File: src/design/wrapped_csv_field_splitter_core_assert.svh
// Assertion macros for the wrapped CSV field splitter.
// Used by the top level; needs nothing else.
`ifndef WRAPPED_CSV_FIELD_SPLITTER_CORE_ASSERT_SVH
`define WRAPPED_CSV_FIELD_SPLITTER_CORE_ASSERT_SVH

// Same-cycle implication, checked at every rising edge outside reset.
`define CSVS_ASSERT_NOW(name, clk_s, rst_s, ante, cons) \
  name: assert property (@(posedge clk_s) disable iff (rst_s) (ante) |-> (cons)) \
    else $error("splitter check failed");

// Next-cycle implication, checked at every rising edge outside reset.
`define CSVS_ASSERT_NEXT(name, clk_s, rst_s, ante, cons) \
  name: assert property (@(posedge clk_s) disable iff (rst_s) (ante) |=> (cons)) \
    else $error("splitter check failed");

`endif

File: src/design/csvs_pkg.sv
// Shared types and constants of the wrapped CSV field splitter.
// Used by the front, queue, back and top-level modules; depends on nothing.
`default_nettype none

package csvs_pkg;

  // Marker length and the number of window bytes left at a line end.
  localparam int WinLen   = 7;
  localparam int FlushLen = WinLen - 1;

  // Command queue between the front and the back.
  localparam int FifoDepth = 4;
  localparam int FifoAw    = $clog2(FifoDepth);

  localparam logic [7:0] MaxFieldsReset = 8'd30;
  localparam logic [7:0] CommaChar      = 8'h2c;

  // Wrapper head and tail markers, oldest byte first.
  localparam logic [7:0] HeadMark [WinLen] =
    '{8'h23, 8'h44, 8'h4f, 8'h47, 8'h45, 8'h53, 8'h40};
  localparam logic [7:0] TailMark [WinLen] =
    '{8'h40, 8'h44, 8'h4f, 8'h47, 8'h45, 8'h45, 8'h23};

  // Result kinds.
  typedef enum logic [1:0] {
    KIND_CONTENT = 2'd0,
    KIND_CLOSE   = 2'd1,
    KIND_DISCARD = 2'd2,
    KIND_DONE    = 2'd3
  } kind_t;

  // One queue entry: either a single ready result or a line-end flush job.
  typedef struct packed {
    logic                      flush;
    kind_t                     kind;
    logic [7:0]                data;
    logic [7:0]                idx;
    logic [FlushLen-1:0][7:0]  win;
    logic [2:0]                count;
    logic                      in_wrap;
    logic                      has_bytes;
  } csvs_cmd_t;

endpackage

`default_nettype wire

File: src/design/csvs_fifo.sv
// Short command queue between the splitter front and back.
// Depends on csvs_pkg for the entry type and depth.
`default_nettype none

module csvs_fifo
  import csvs_pkg::*;
(
  input  wire logic      clk,
  input  wire logic      rst,
  input  wire logic      push,
  input  csvs_cmd_t      din,
  output logic           full,
  input  wire logic      pop,
  output csvs_cmd_t      dout,
  output logic           empty
);

  csvs_cmd_t            mem [FifoDepth];
  logic [FifoAw-1:0]    wr_ptr;
  logic [FifoAw-1:0]    rd_ptr;
  logic [FifoAw:0]      cnt;

  assign full  = (cnt == (FifoAw + 1)'(FifoDepth));
  assign empty = (cnt == '0);
  assign dout  = mem[rd_ptr];

  // Entry storage.
  always_ff @(posedge clk) begin
    if (push) begin
      mem[wr_ptr] <= din;
    end
  end

  // Pointers and fill count.
  always_ff @(posedge clk) begin
    if (rst) begin
      wr_ptr <= '0;
      rd_ptr <= '0;
      cnt    <= '0;
    end else begin
      if (push) begin
        wr_ptr <= wr_ptr + 1'b1;
      end
      if (pop) begin
        rd_ptr <= rd_ptr + 1'b1;
      end
      if (push && !pop) begin
        cnt <= cnt + 1'b1;
      end else if (pop && !push) begin
        cnt <= cnt - 1'b1;
      end
    end
  end

endmodule

`default_nettype wire

File: src/design/csvs_front.sv
// Front of the splitter: accepts input bytes, runs the marker window and
// field bookkeeping, and queues results or line-end flush jobs. Uses csvs_pkg.
`default_nettype none

module csvs_front
  import csvs_pkg::*;
(
  input  wire logic        clk,
  input  wire logic        rst,
  input  wire logic        s_tvalid,
  output logic             s_tready,
  input  wire logic [7:0]  s_tdata,
  input  wire logic        s_tlast,
  input  wire logic [7:0]  max_fields,
  input  wire logic        q_full,
  output logic             q_push,
  output csvs_cmd_t        q_cmd
);

  logic [7:0] win      [WinLen];
  logic [7:0] win_next [WinLen];
  logic [7:0] win_ext  [WinLen];
  logic [2:0] count, count_next;
  logic       in_wrap, in_wrap_next;
  logic       skip, skip_next;
  logic [7:0] fd, fd_next;
  logic       has, has_next;
  logic       accept;
  logic       is_head;
  logic       is_tail;
  logic [7:0] oldest;

  assign s_tready = !q_full;
  assign accept   = s_tvalid && s_tready;

  // Window with the incoming byte placed after the held ones.
  always_comb begin
    for (int i = 0; i < WinLen; i++) begin
      win_ext[i] = win[i];
    end
    win_ext[count] = s_tdata;
  end

  // Marker compares over the full window.
  always_comb begin
    is_head = 1'b1;
    is_tail = 1'b1;
    for (int i = 0; i < WinLen; i++) begin
      if (win_ext[i] != HeadMark[i]) is_head = 1'b0;
      if (win_ext[i] != TailMark[i]) is_tail = 1'b0;
    end
  end

  assign oldest = win_ext[0];

  // Per-transaction state update and queue command.
  always_comb begin
    for (int i = 0; i < WinLen; i++) begin
      win_next[i] = win[i];
    end
    count_next   = count;
    in_wrap_next = in_wrap;
    skip_next    = skip;
    fd_next      = fd;
    has_next     = has;
    q_push       = 1'b0;
    q_cmd        = '0;
    q_cmd.idx    = fd;

    if (accept) begin
      if (s_tlast) begin
        // Line end: hand the pending state to the back and start a new line.
        q_push          = 1'b1;
        q_cmd.flush     = 1'b1;
        q_cmd.kind      = KIND_DONE;
        for (int i = 0; i < FlushLen; i++) begin
          q_cmd.win[i] = win[i];
        end
        q_cmd.count     = count;
        q_cmd.in_wrap   = in_wrap;
        q_cmd.has_bytes = has;
        count_next      = '0;
        in_wrap_next    = 1'b0;
        skip_next       = 1'b0;
        fd_next         = '0;
        has_next        = 1'b0;
      end else if (fd >= max_fields) begin
        // Field limit reached; the rest of the line is ignored.
      end else if (skip) begin
        skip_next = 1'b0;
      end else if (count == 3'(WinLen - 1)) begin
        if (is_head) begin
          q_push       = 1'b1;
          q_cmd.kind   = KIND_DISCARD;
          in_wrap_next = 1'b1;
          has_next     = 1'b0;
          count_next   = '0;
        end else if (in_wrap && is_tail) begin
          q_push       = 1'b1;
          q_cmd.kind   = KIND_CLOSE;
          in_wrap_next = 1'b0;
          fd_next      = fd + 8'd1;
          has_next     = 1'b0;
          count_next   = '0;
          skip_next    = 1'b1;
        end else begin
          // No marker: release the oldest byte and slide the window.
          for (int i = 0; i < WinLen - 1; i++) begin
            win_next[i] = win_ext[i + 1];
          end
          win_next[WinLen - 1] = '0;
          count_next = 3'(WinLen - 1);
          q_push     = 1'b1;
          if (oldest == CommaChar && !in_wrap) begin
            q_cmd.kind = KIND_CLOSE;
            fd_next    = fd + 8'd1;
            has_next   = 1'b0;
          end else begin
            q_cmd.kind = KIND_CONTENT;
            q_cmd.data = oldest;
            has_next   = 1'b1;
          end
        end
      end else begin
        for (int i = 0; i < WinLen; i++) begin
          win_next[i] = win_ext[i];
        end
        count_next = 3'(count + 3'd1);
      end
    end
  end

  // Window bytes beyond the count are never read, so they need no reset.
  always_ff @(posedge clk) begin
    for (int i = 0; i < WinLen; i++) begin
      win[i] <= win_next[i];
    end
  end

  always_ff @(posedge clk) begin
    if (rst) begin
      count   <= '0;
      in_wrap <= 1'b0;
      skip    <= 1'b0;
      fd      <= '0;
      has     <= 1'b0;
    end else begin
      count   <= count_next;
      in_wrap <= in_wrap_next;
      skip    <= skip_next;
      fd      <= fd_next;
      has     <= has_next;
    end
  end

endmodule

`default_nettype wire

File: src/design/csvs_back.sv
// Back of the splitter: drains the command queue into the output register and,
// while it is free, steps line-end flush jobs one result per cycle. Uses csvs_pkg.
`default_nettype none

module csvs_back
  import csvs_pkg::*;
(
  input  wire logic         clk,
  input  wire logic         rst,
  input  wire logic [7:0]   max_fields,
  input  wire logic         q_empty,
  input  csvs_cmd_t         q_cmd,
  output logic              q_pop,
  output logic              m_tvalid,
  input  wire logic         m_tready,
  output logic [15:0]       m_tdata,
  output logic [1:0]        m_tuser,
  output logic              m_tlast
);

  typedef enum logic [1:0] {
    ST_PASS  = 2'b01,
    ST_FLUSH = 2'b10
  } back_state_t;

  back_state_t st, st_next;

  // Flush job registers.
  logic [7:0] sw      [FlushLen];
  logic [7:0] sw_next [FlushLen];
  logic [2:0] scount, scount_next;
  logic [7:0] sfd, sfd_next;
  logic       shas, shas_next;
  logic       sinside, sinside_next;

  // Output register.
  logic       out_valid, out_valid_next;
  kind_t      out_kind, out_kind_next;
  logic [7:0] out_byte, out_byte_next;
  logic [7:0] out_idx, out_idx_next;
  logic       out_last, out_last_next;
  logic       out_free;
  logic       load;

  assign out_free = !out_valid || m_tready;

  always_comb begin
    st_next      = st;
    for (int i = 0; i < FlushLen; i++) begin
      sw_next[i] = sw[i];
    end
    scount_next   = scount;
    sfd_next      = sfd;
    shas_next     = shas;
    sinside_next  = sinside;
    q_pop         = 1'b0;
    load          = 1'b0;
    out_kind_next = out_kind;
    out_byte_next = out_byte;
    out_idx_next  = out_idx;
    out_last_next = out_last;

    case (st)
      ST_PASS: begin
        if (out_free && !q_empty) begin
          q_pop = 1'b1;
          if (q_cmd.flush) begin
            for (int i = 0; i < FlushLen; i++) begin
              sw_next[i] = q_cmd.win[i];
            end
            scount_next  = q_cmd.count;
            sfd_next     = q_cmd.idx;
            shas_next    = q_cmd.has_bytes;
            sinside_next = q_cmd.in_wrap;
            st_next      = ST_FLUSH;
          end else begin
            load          = 1'b1;
            out_kind_next = q_cmd.kind;
            out_byte_next = q_cmd.data;
            out_idx_next  = q_cmd.idx;
            out_last_next = 1'b1;
          end
        end
      end
      ST_FLUSH: begin
        if (out_free) begin
          load          = 1'b1;
          out_byte_next = '0;
          out_idx_next  = sfd;
          out_last_next = 1'b0;
          if (scount != '0 && sfd < max_fields) begin
            // Release the oldest pending window byte.
            for (int i = 0; i < FlushLen - 1; i++) begin
              sw_next[i] = sw[i + 1];
            end
            sw_next[FlushLen - 1] = '0;
            scount_next = scount - 3'd1;
            if (sw[0] == CommaChar && !sinside) begin
              out_kind_next = KIND_CLOSE;
              sfd_next      = sfd + 8'd1;
              shas_next     = 1'b0;
            end else begin
              out_kind_next = KIND_CONTENT;
              out_byte_next = sw[0];
              shas_next     = 1'b1;
            end
          end else if (sfd < max_fields && !sinside && shas) begin
            // Close the non-empty open field.
            out_kind_next = KIND_CLOSE;
            sfd_next      = sfd + 8'd1;
            shas_next     = 1'b0;
          end else begin
            out_kind_next = KIND_DONE;
            out_last_next = 1'b1;
            st_next       = ST_PASS;
          end
        end
      end
      default: begin
        st_next = ST_PASS;
      end
    endcase

    out_valid_next = load ? 1'b1 : (out_valid && !m_tready);
  end

  // Payload registers.
  always_ff @(posedge clk) begin
    for (int i = 0; i < FlushLen; i++) begin
      sw[i] <= sw_next[i];
    end
    scount   <= scount_next;
    sfd      <= sfd_next;
    shas     <= shas_next;
    sinside  <= sinside_next;
    out_kind <= out_kind_next;
    out_byte <= out_byte_next;
    out_idx  <= out_idx_next;
    out_last <= out_last_next;
  end

  // Control registers.
  always_ff @(posedge clk) begin
    if (rst) begin
      st        <= ST_PASS;
      out_valid <= 1'b0;
    end else begin
      st        <= st_next;
      out_valid <= out_valid_next;
    end
  end

  assign m_tvalid = out_valid;
  assign m_tlast  = out_last;
  assign m_tuser  = out_kind;
  assign m_tdata  = {out_idx, out_byte};

endmodule

`default_nettype wire

File: src/design/wrapped_csv_field_splitter_core.sv
// Wrapped CSV field splitter, top level.
// Input stream (s_*): one character per transaction in s_tdata; s_tlast marks
// the line terminator transaction, whose data is ignored.
// Output stream (m_*): the result kind in m_tuser, {field_index, out_byte}
// in m_tdata; m_tlast is set on the last result caused by an input transaction.
// Configuration: cfg_we writes cfg_wdata into max_fields (reset value 30);
// write it only while the block is idle.
// Throughput: one character per cycle while the command queue is not full.
// Up to six of the latest characters are held in the marker window; a result
// caused by a character goes through the command queue to the output register.
// A line terminator is expanded by the back end at one result per cycle while
// the output register is free: up to six window bytes, an optional close and
// the line-done result, once its flush job has been taken from the queue.
// Characters behind a terminator wait in the four-entry command queue;
// s_tready drops only when that queue is full.
// Reset (rst, synchronous) empties the queue and output register and clears
// the line state. A stalled receiver holds the output register, the queue
// fills, and then the input side stalls.
`default_nettype none

`include "wrapped_csv_field_splitter_core_assert.svh"

module wrapped_csv_field_splitter_core
  import csvs_pkg::*;
(
  input  wire logic        clk,
  input  wire logic        rst,
  // Input stream; s_tdata: in_byte [7:0]. s_tlast: end_of_line.
  input  wire logic        s_tvalid,
  output logic             s_tready,
  input  wire logic [7:0]  s_tdata,
  input  wire logic        s_tlast,
  // Output stream; m_tdata: out_byte [7:0], field_index [15:8].
  // m_tuser: kind [1:0]. m_tlast: last_of_run.
  output logic             m_tvalid,
  input  wire logic        m_tready,
  output logic [15:0]      m_tdata,
  output logic [1:0]       m_tuser,
  output logic             m_tlast,
  // Configuration write of max_fields.
  input  wire logic        cfg_we,
  input  wire logic [7:0]  cfg_wdata
);

  logic [7:0] max_fields;
  logic       q_push;
  logic       q_pop;
  logic       q_full;
  logic       q_empty;
  csvs_cmd_t  q_in;
  csvs_cmd_t  q_out;

  // Field limit register.
  always_ff @(posedge clk) begin
    if (rst) begin
      max_fields <= MaxFieldsReset;
    end else if (cfg_we) begin
      max_fields <= cfg_wdata;
    end
  end

  csvs_front u_front (
    .clk        (clk),
    .rst        (rst),
    .s_tvalid   (s_tvalid),
    .s_tready   (s_tready),
    .s_tdata    (s_tdata),
    .s_tlast    (s_tlast),
    .max_fields (max_fields),
    .q_full     (q_full),
    .q_push     (q_push),
    .q_cmd      (q_in)
  );

  csvs_fifo u_fifo (
    .clk   (clk),
    .rst   (rst),
    .push  (q_push),
    .din   (q_in),
    .full  (q_full),
    .pop   (q_pop),
    .dout  (q_out),
    .empty (q_empty)
  );

  csvs_back u_back (
    .clk        (clk),
    .rst        (rst),
    .max_fields (max_fields),
    .q_empty    (q_empty),
    .q_cmd      (q_out),
    .q_pop      (q_pop),
    .m_tvalid   (m_tvalid),
    .m_tready   (m_tready),
    .m_tdata    (m_tdata),
    .m_tuser    (m_tuser),
    .m_tlast    (m_tlast)
  );

  // The front never writes into a full queue.
  `CSVS_ASSERT_NOW(a_no_push_full, clk, rst, q_push, !q_full)
  // A line-done result always ends its run.
  `CSVS_ASSERT_NOW(a_done_is_last, clk, rst, m_tvalid && m_tuser == KIND_DONE, m_tlast)
  // Only content results carry a character.
  `CSVS_ASSERT_NOW(a_mark_no_byte, clk, rst, m_tvalid && m_tuser != KIND_CONTENT, m_tdata[7:0] == 8'd0)
  // No pop can follow a cycle in which the queue was empty and received no push.
  `CSVS_ASSERT_NEXT(a_pop_needs_data, clk, rst, q_empty && !q_push, !q_pop)

endmodule

`default_nettype wire
File: config.mk
export PLATFORM = sky130hd
export DESIGN_NAME = wrapped_csv_field_splitter_core
export DESIGN_NICKNAME = d
export VERILOG_FILES = /design/src/design/csvs_pkg.sv /design/src/design/csvs_fifo.sv /design/src/design/csvs_front.sv /design/src/design/csvs_back.sv /design/src/design/wrapped_csv_field_splitter_core.sv
export VERILOG_INCLUDE_DIRS = /design/src /design/src/design
export SDC_FILE = /design/constraint.sdc
export NUM_CORES = 1
export LEC_CHECK = 0
export BUFFER_PORTS_ARGS = -buffer_cell sky130_fd_sc_hd__buf_4
export CAP_MARGIN = 25
export CORE_ASPECT_RATIO = 0.7
export CORE_MARGIN = 5
export CORE_UTILIZATION = 30
export DETAILED_ROUTE_END_ITERATION = 7
export HOLD_SLACK_MARGIN = 0.1
export PLACE_DENSITY = 0.47
export SYNTH_ARGS = -nofsm -noshare
export SYNTH_HDL_FRONTEND = slang
export SYNTH_HIERARCHICAL = 1
export SYNTH_SLANG_ARGS = --single-unit
File: constraint.sdc
create_clock -name clk -period 4.6 [get_ports clk]
set_input_delay 0.69 -clock clk [delete_from_list [all_inputs] [get_ports clk]]
set_output_delay 0.69 -clock clk [all_outputs]
set_load 0.1 [all_outputs]
==> impl_results.md <==
- Wire per inst: between 20 and 25 um
- Syn Std Cell Area: between 0.015 and 0.02 mm^2
- Final HPWL DP: a little over 30 mm
- Cell row count: 79
- Met3 usage: under 10%
- Worst EP required: approximately 4.9 ns
- Pins Over Slew Limit: 0
- # clock sinks: 458
- Global-route wire length before repair: approximately 73 mm
- Final Hold Violating Endpoints: 0
- Clk buf depth: 3
- Pin count of the biggest net entering global routing: 72
- Number of synthesized flops with an enable pin: ~420
- Vias: roughly 11k
- YS warnings: 6
- Slowest-stage cell, CP: dfxtp_1
- Final worst slack: 0.708 ns
- Path depth of the worst reg2reg path: 7
- Hold Startpoint: cfg_wdata[4]
- CORE AREA: 0.0661 mm^2
- CP arrival: 4.24 ns
- Least-Margin Pin Slew: 0.961 ns
- CTS H-tree depth: 2
- R2R Setup Slk: between 0.7 and 0.8 ns
- Post-Layout Cell Count: 2258
- Most used DFF post-synth: edfxtp_1
- Post-placement setup slack: 0.788 ns
- Slew headroom: 35.9%
- Die Ht: 226 um
- Worst reg2reg startpoint: u_front/count[0]
- ANT nets after route: 0
- Met2 Usage GRT: between 10% and 20%
- Die area: 0.0718 mm^2
- Hold Crit Class: in -> reg
- Worst R2R End: u_front/win[6][0]
- Achievable clock frequency: 257 MHz
- 1st-pass router iterations: 5
- Layout cells sized above 1: a little over a fifth
- GR Util met1: 20.2%
- Via density: between 4 and 5
- Starting Density: a little under a third
- Max VDD drop: about 0.31 mV
- Post-layout min period: between 3 and 4 ns
- Clock buffer count from CTS: just over 50
- Sequential element share of the synthesized area: 67.3%
- Grt total ovfl: 0
- Max Cap Viol: 0
- Vias in the first global route: approximately 11k
- Post-CTS setup buffer count: 0
- Area delta synth->final: 14.3%
- Status: completed
- Delay of the slowest critical-path stage: ~0.68 ns
- Hold buffers post-CTS: 0
- Synth Area per Inst: about 16 um^2
- Dpl cells: between 2k and 2.5k
- Routed WL: around 49 mm
- Final setup fails: 0
- Clk_lat worst skew: approximately 0.60 ns
- Clk_skew: 0.0262 ns
- Clock root cell: clkbuf_16
- Residual DRC: 0
- CP cell instances: nand3b_1 -> or3b_1 -> a2111oi_2 -> a22oi_1 -> o41a_2 -> and2_2 -> buf_12
- Synthesized Nets: 1326
- Clock Pin Slew Worst Setup and Hold Paths: 0.06 ns
- Leakage: around 7.6 nW
- Final Wtd Congestion: approximately 0.80
- Overall routing resource usage: about an eighth
- Worst-path maximum fanout: 29
- Gr busiest metal: met1
- Crit Path Class: reg -> reg
- Distinct cells, synth: 82
- Yosys reg bits: about 460
- Initial antenna violation count: 0
- Crit end category: flop
- Ports: 43
- Ant. Diodes: 0
- Port bufs: 42
- CTS tree: done
- Nets: around 1.4k
- RSZ-0062 raised after global routing: no
- Final setup TNS: 0 ns
- Die Wd: ~320 um
- PwrDens: about 540 mW/mm^2
- Hold worst-path end: max_fields[4]
- Ys async rst share: 0%
- Mapped Cells: 1275
- Tcrit/Tclk final: 84.6%
- Final Power: 12.3 mW
- Hold path cells: 2
- Iteration-0 DRC Markers: between 700 and 800
- CTS resizes: 0
- FILL cells: about 6.3k
- Startpoint types: flop
## cell usage after synthesis, types with 4 or more instances
library cell | number | share of area (%)
mux2_2 | 51 | 2.9
or3_1 | 6 | 0.19
o22ai_1 | 30 | 0.94
dfxtp_1 | 34 | 3.4
o21ai_0 | 25 | 0.63
nor2_1 | 112 | 2.1
mux4_2 | 70 | 7.9
buf_12 | 7 | 0.70
nand2b_1 | 8 | 0.25
buf_2 | 21 | 0.53
nand3b_1 | 10 | 0.38
o31ai_1 | 4 | 0.15
nand3_1 | 7 | 0.18
edfxtp_1 | 424 | 64
nor3_1 | 16 | 0.40
or4_1 | 4 | 0.15
o2bb2ai_1 | 8 | 0.35
a21oi_1 | 51 | 1.3
nand2_1 | 79 | 1.5
xor2_1 | 4 | 0.18
ha_1 | 28 | 1.8
xnor2_1 | 5 | 0.22
clkbuf_1 | 26 | 0.49
nand4_1 | 13 | 0.41
inv_1 | 34 | 0.64
mux2i_1 | 30 | 1.5
nor2b_1 | 16 | 0.50
and2_1 | 58 | 1.8
nor4b_1 | 10 | 0.44
## through the flow
step           area, um^2  hold WS (ns)  utilization (%)
3_3_place_gp        21200         0.458             32.1
6_report            22800         0.300             34.5
5_1_grt             22800         0.283             34.5
2_1_floorplan       19900         0.432                -
3_5_place_dp        21200         0.473             32.1
4_1_cts             22800         0.263             34.5
## area by class of cell
| type | instances | area (um^2) | area share, % |
|---|---|---|---|
| Multi-Input combinational cell | 717 | 5980 | 26.2 |
| Clock inverter | 26 | 228 | 0.999 |
| Clock buffer | 64 | 1350 | 5.90 |
| Sequential cell | 458 | 13400 | 58.9 |
| Timing Repair Buffer | 66 | 574 | 2.52 |
| Inverter | 36 | 135 | 0.593 |
| Tap cell | 891 | 1110 | 4.89 |
## registers in the layout (all words and copies together), names as in the netlist, 2 cells and up, named ones only
name and cells:
u_front/fd 8, max_fields 8, u_fifo/cnt 3, u_fifo/wr_ptr 2, u_fifo/rd_ptr 2, u_front/win 56
u_front/count 3, u_back/out_idx 8, u_back/sfd 8, u_back/m_tuser 2, u_back/st 2, u_back/out_byte 8
u_back/scount 3, u_back/sw 48, u_fifo/mem 288
## worst max-delay path: cells and delay by family, from the launching register on
kind	cells	cell delay, ns
DFF	1	0.68
buffers and inverters	1	0.29
and+or+nand+nor	3	1.47
AOI/OAI and AO/OA	3	1.15
## cell usage in the layout (no fill, tap or decap), types with 4 or more instances in the layout
cell	instances
xor2_1	4
and2_4	4
o2bb2ai_1	8
or3_1	6
clkbuf_16	51
o31ai_1	4
nand2b_1	8
clkinv_2	9
buf_12	6
ha_1	27
and2_1	53
edfxtp_1	424
nand3_1	7
nor3_1	16
xnor2_1	5
nand2_1	79
mux2_2	51
dfxtp_1	32
inv_1	34
o21ai_0	25
nor2b_1	16
nand3b_1	10
o22ai_1	30
nor2_1	111
or4_1	4
buf_4	59
nor4b_1	10
mux2i_1	30
a21oi_1	49
clkinv_1	9
clkbuf_1	11
nand4_1	13
mux4_2	70
## kinds of logic after synthesis
| group | count (synthesis) | share of synthesized area [%] |
|---|---|---|
| AOI/OAI and AO/OA | 157 | 5.23 |
| xor gates and xnor gates | 9 | 0.395 |
| adders and majority gates | 29 | 1.86 |
| buffers and inverters | 100 | 2.96 |
| DFF | 458 | 67.3 |
| muxes | 154 | 12.6 |
| and+or+nand+nor | 368 | 9.66 |
## worst max path at each step
stage / startpoint / to / slack, ns / depth (start not counted)
global route: u_front/count[1] / u_front/win[6][0] / 0.35 / 7
CTS: u_front/count[2] / u_front/win[5][3] / 0.75 / 7
detailed placement: u_front/count[2] / u_front/win[5][3] / 0.79 / 7
floorplan: u_back/sfd[2] / u_back/scount[0] / 0.27 / 6
finish: u_front/count[0] / u_front/win[6][0] / 0.71 / 7
global placement: u_front/fd[0] / u_fifo/cnt[2] / 0.80 / 15
## power breakdown
part / total [mW] / leakage [nW] / internal [mW] / switching (mW)
registers: 5.61 / 4.22 / 5.29 / 0.323
clock network: 3.84 / 0.766 / 2.19 / 1.65
logic: 2.82 / 2.60 / 1.02 / 1.80
## layer usage
layer	wire length (um)	vias up	share of wire (%)
met4	993	0	2.0
met2	21200	256	44
li1	-	5034	-
met5	0	-	0
met1	24200	5741	50
met3	2120	71	4.4
No activity file was read; power rests on OpenSTA's default activity.
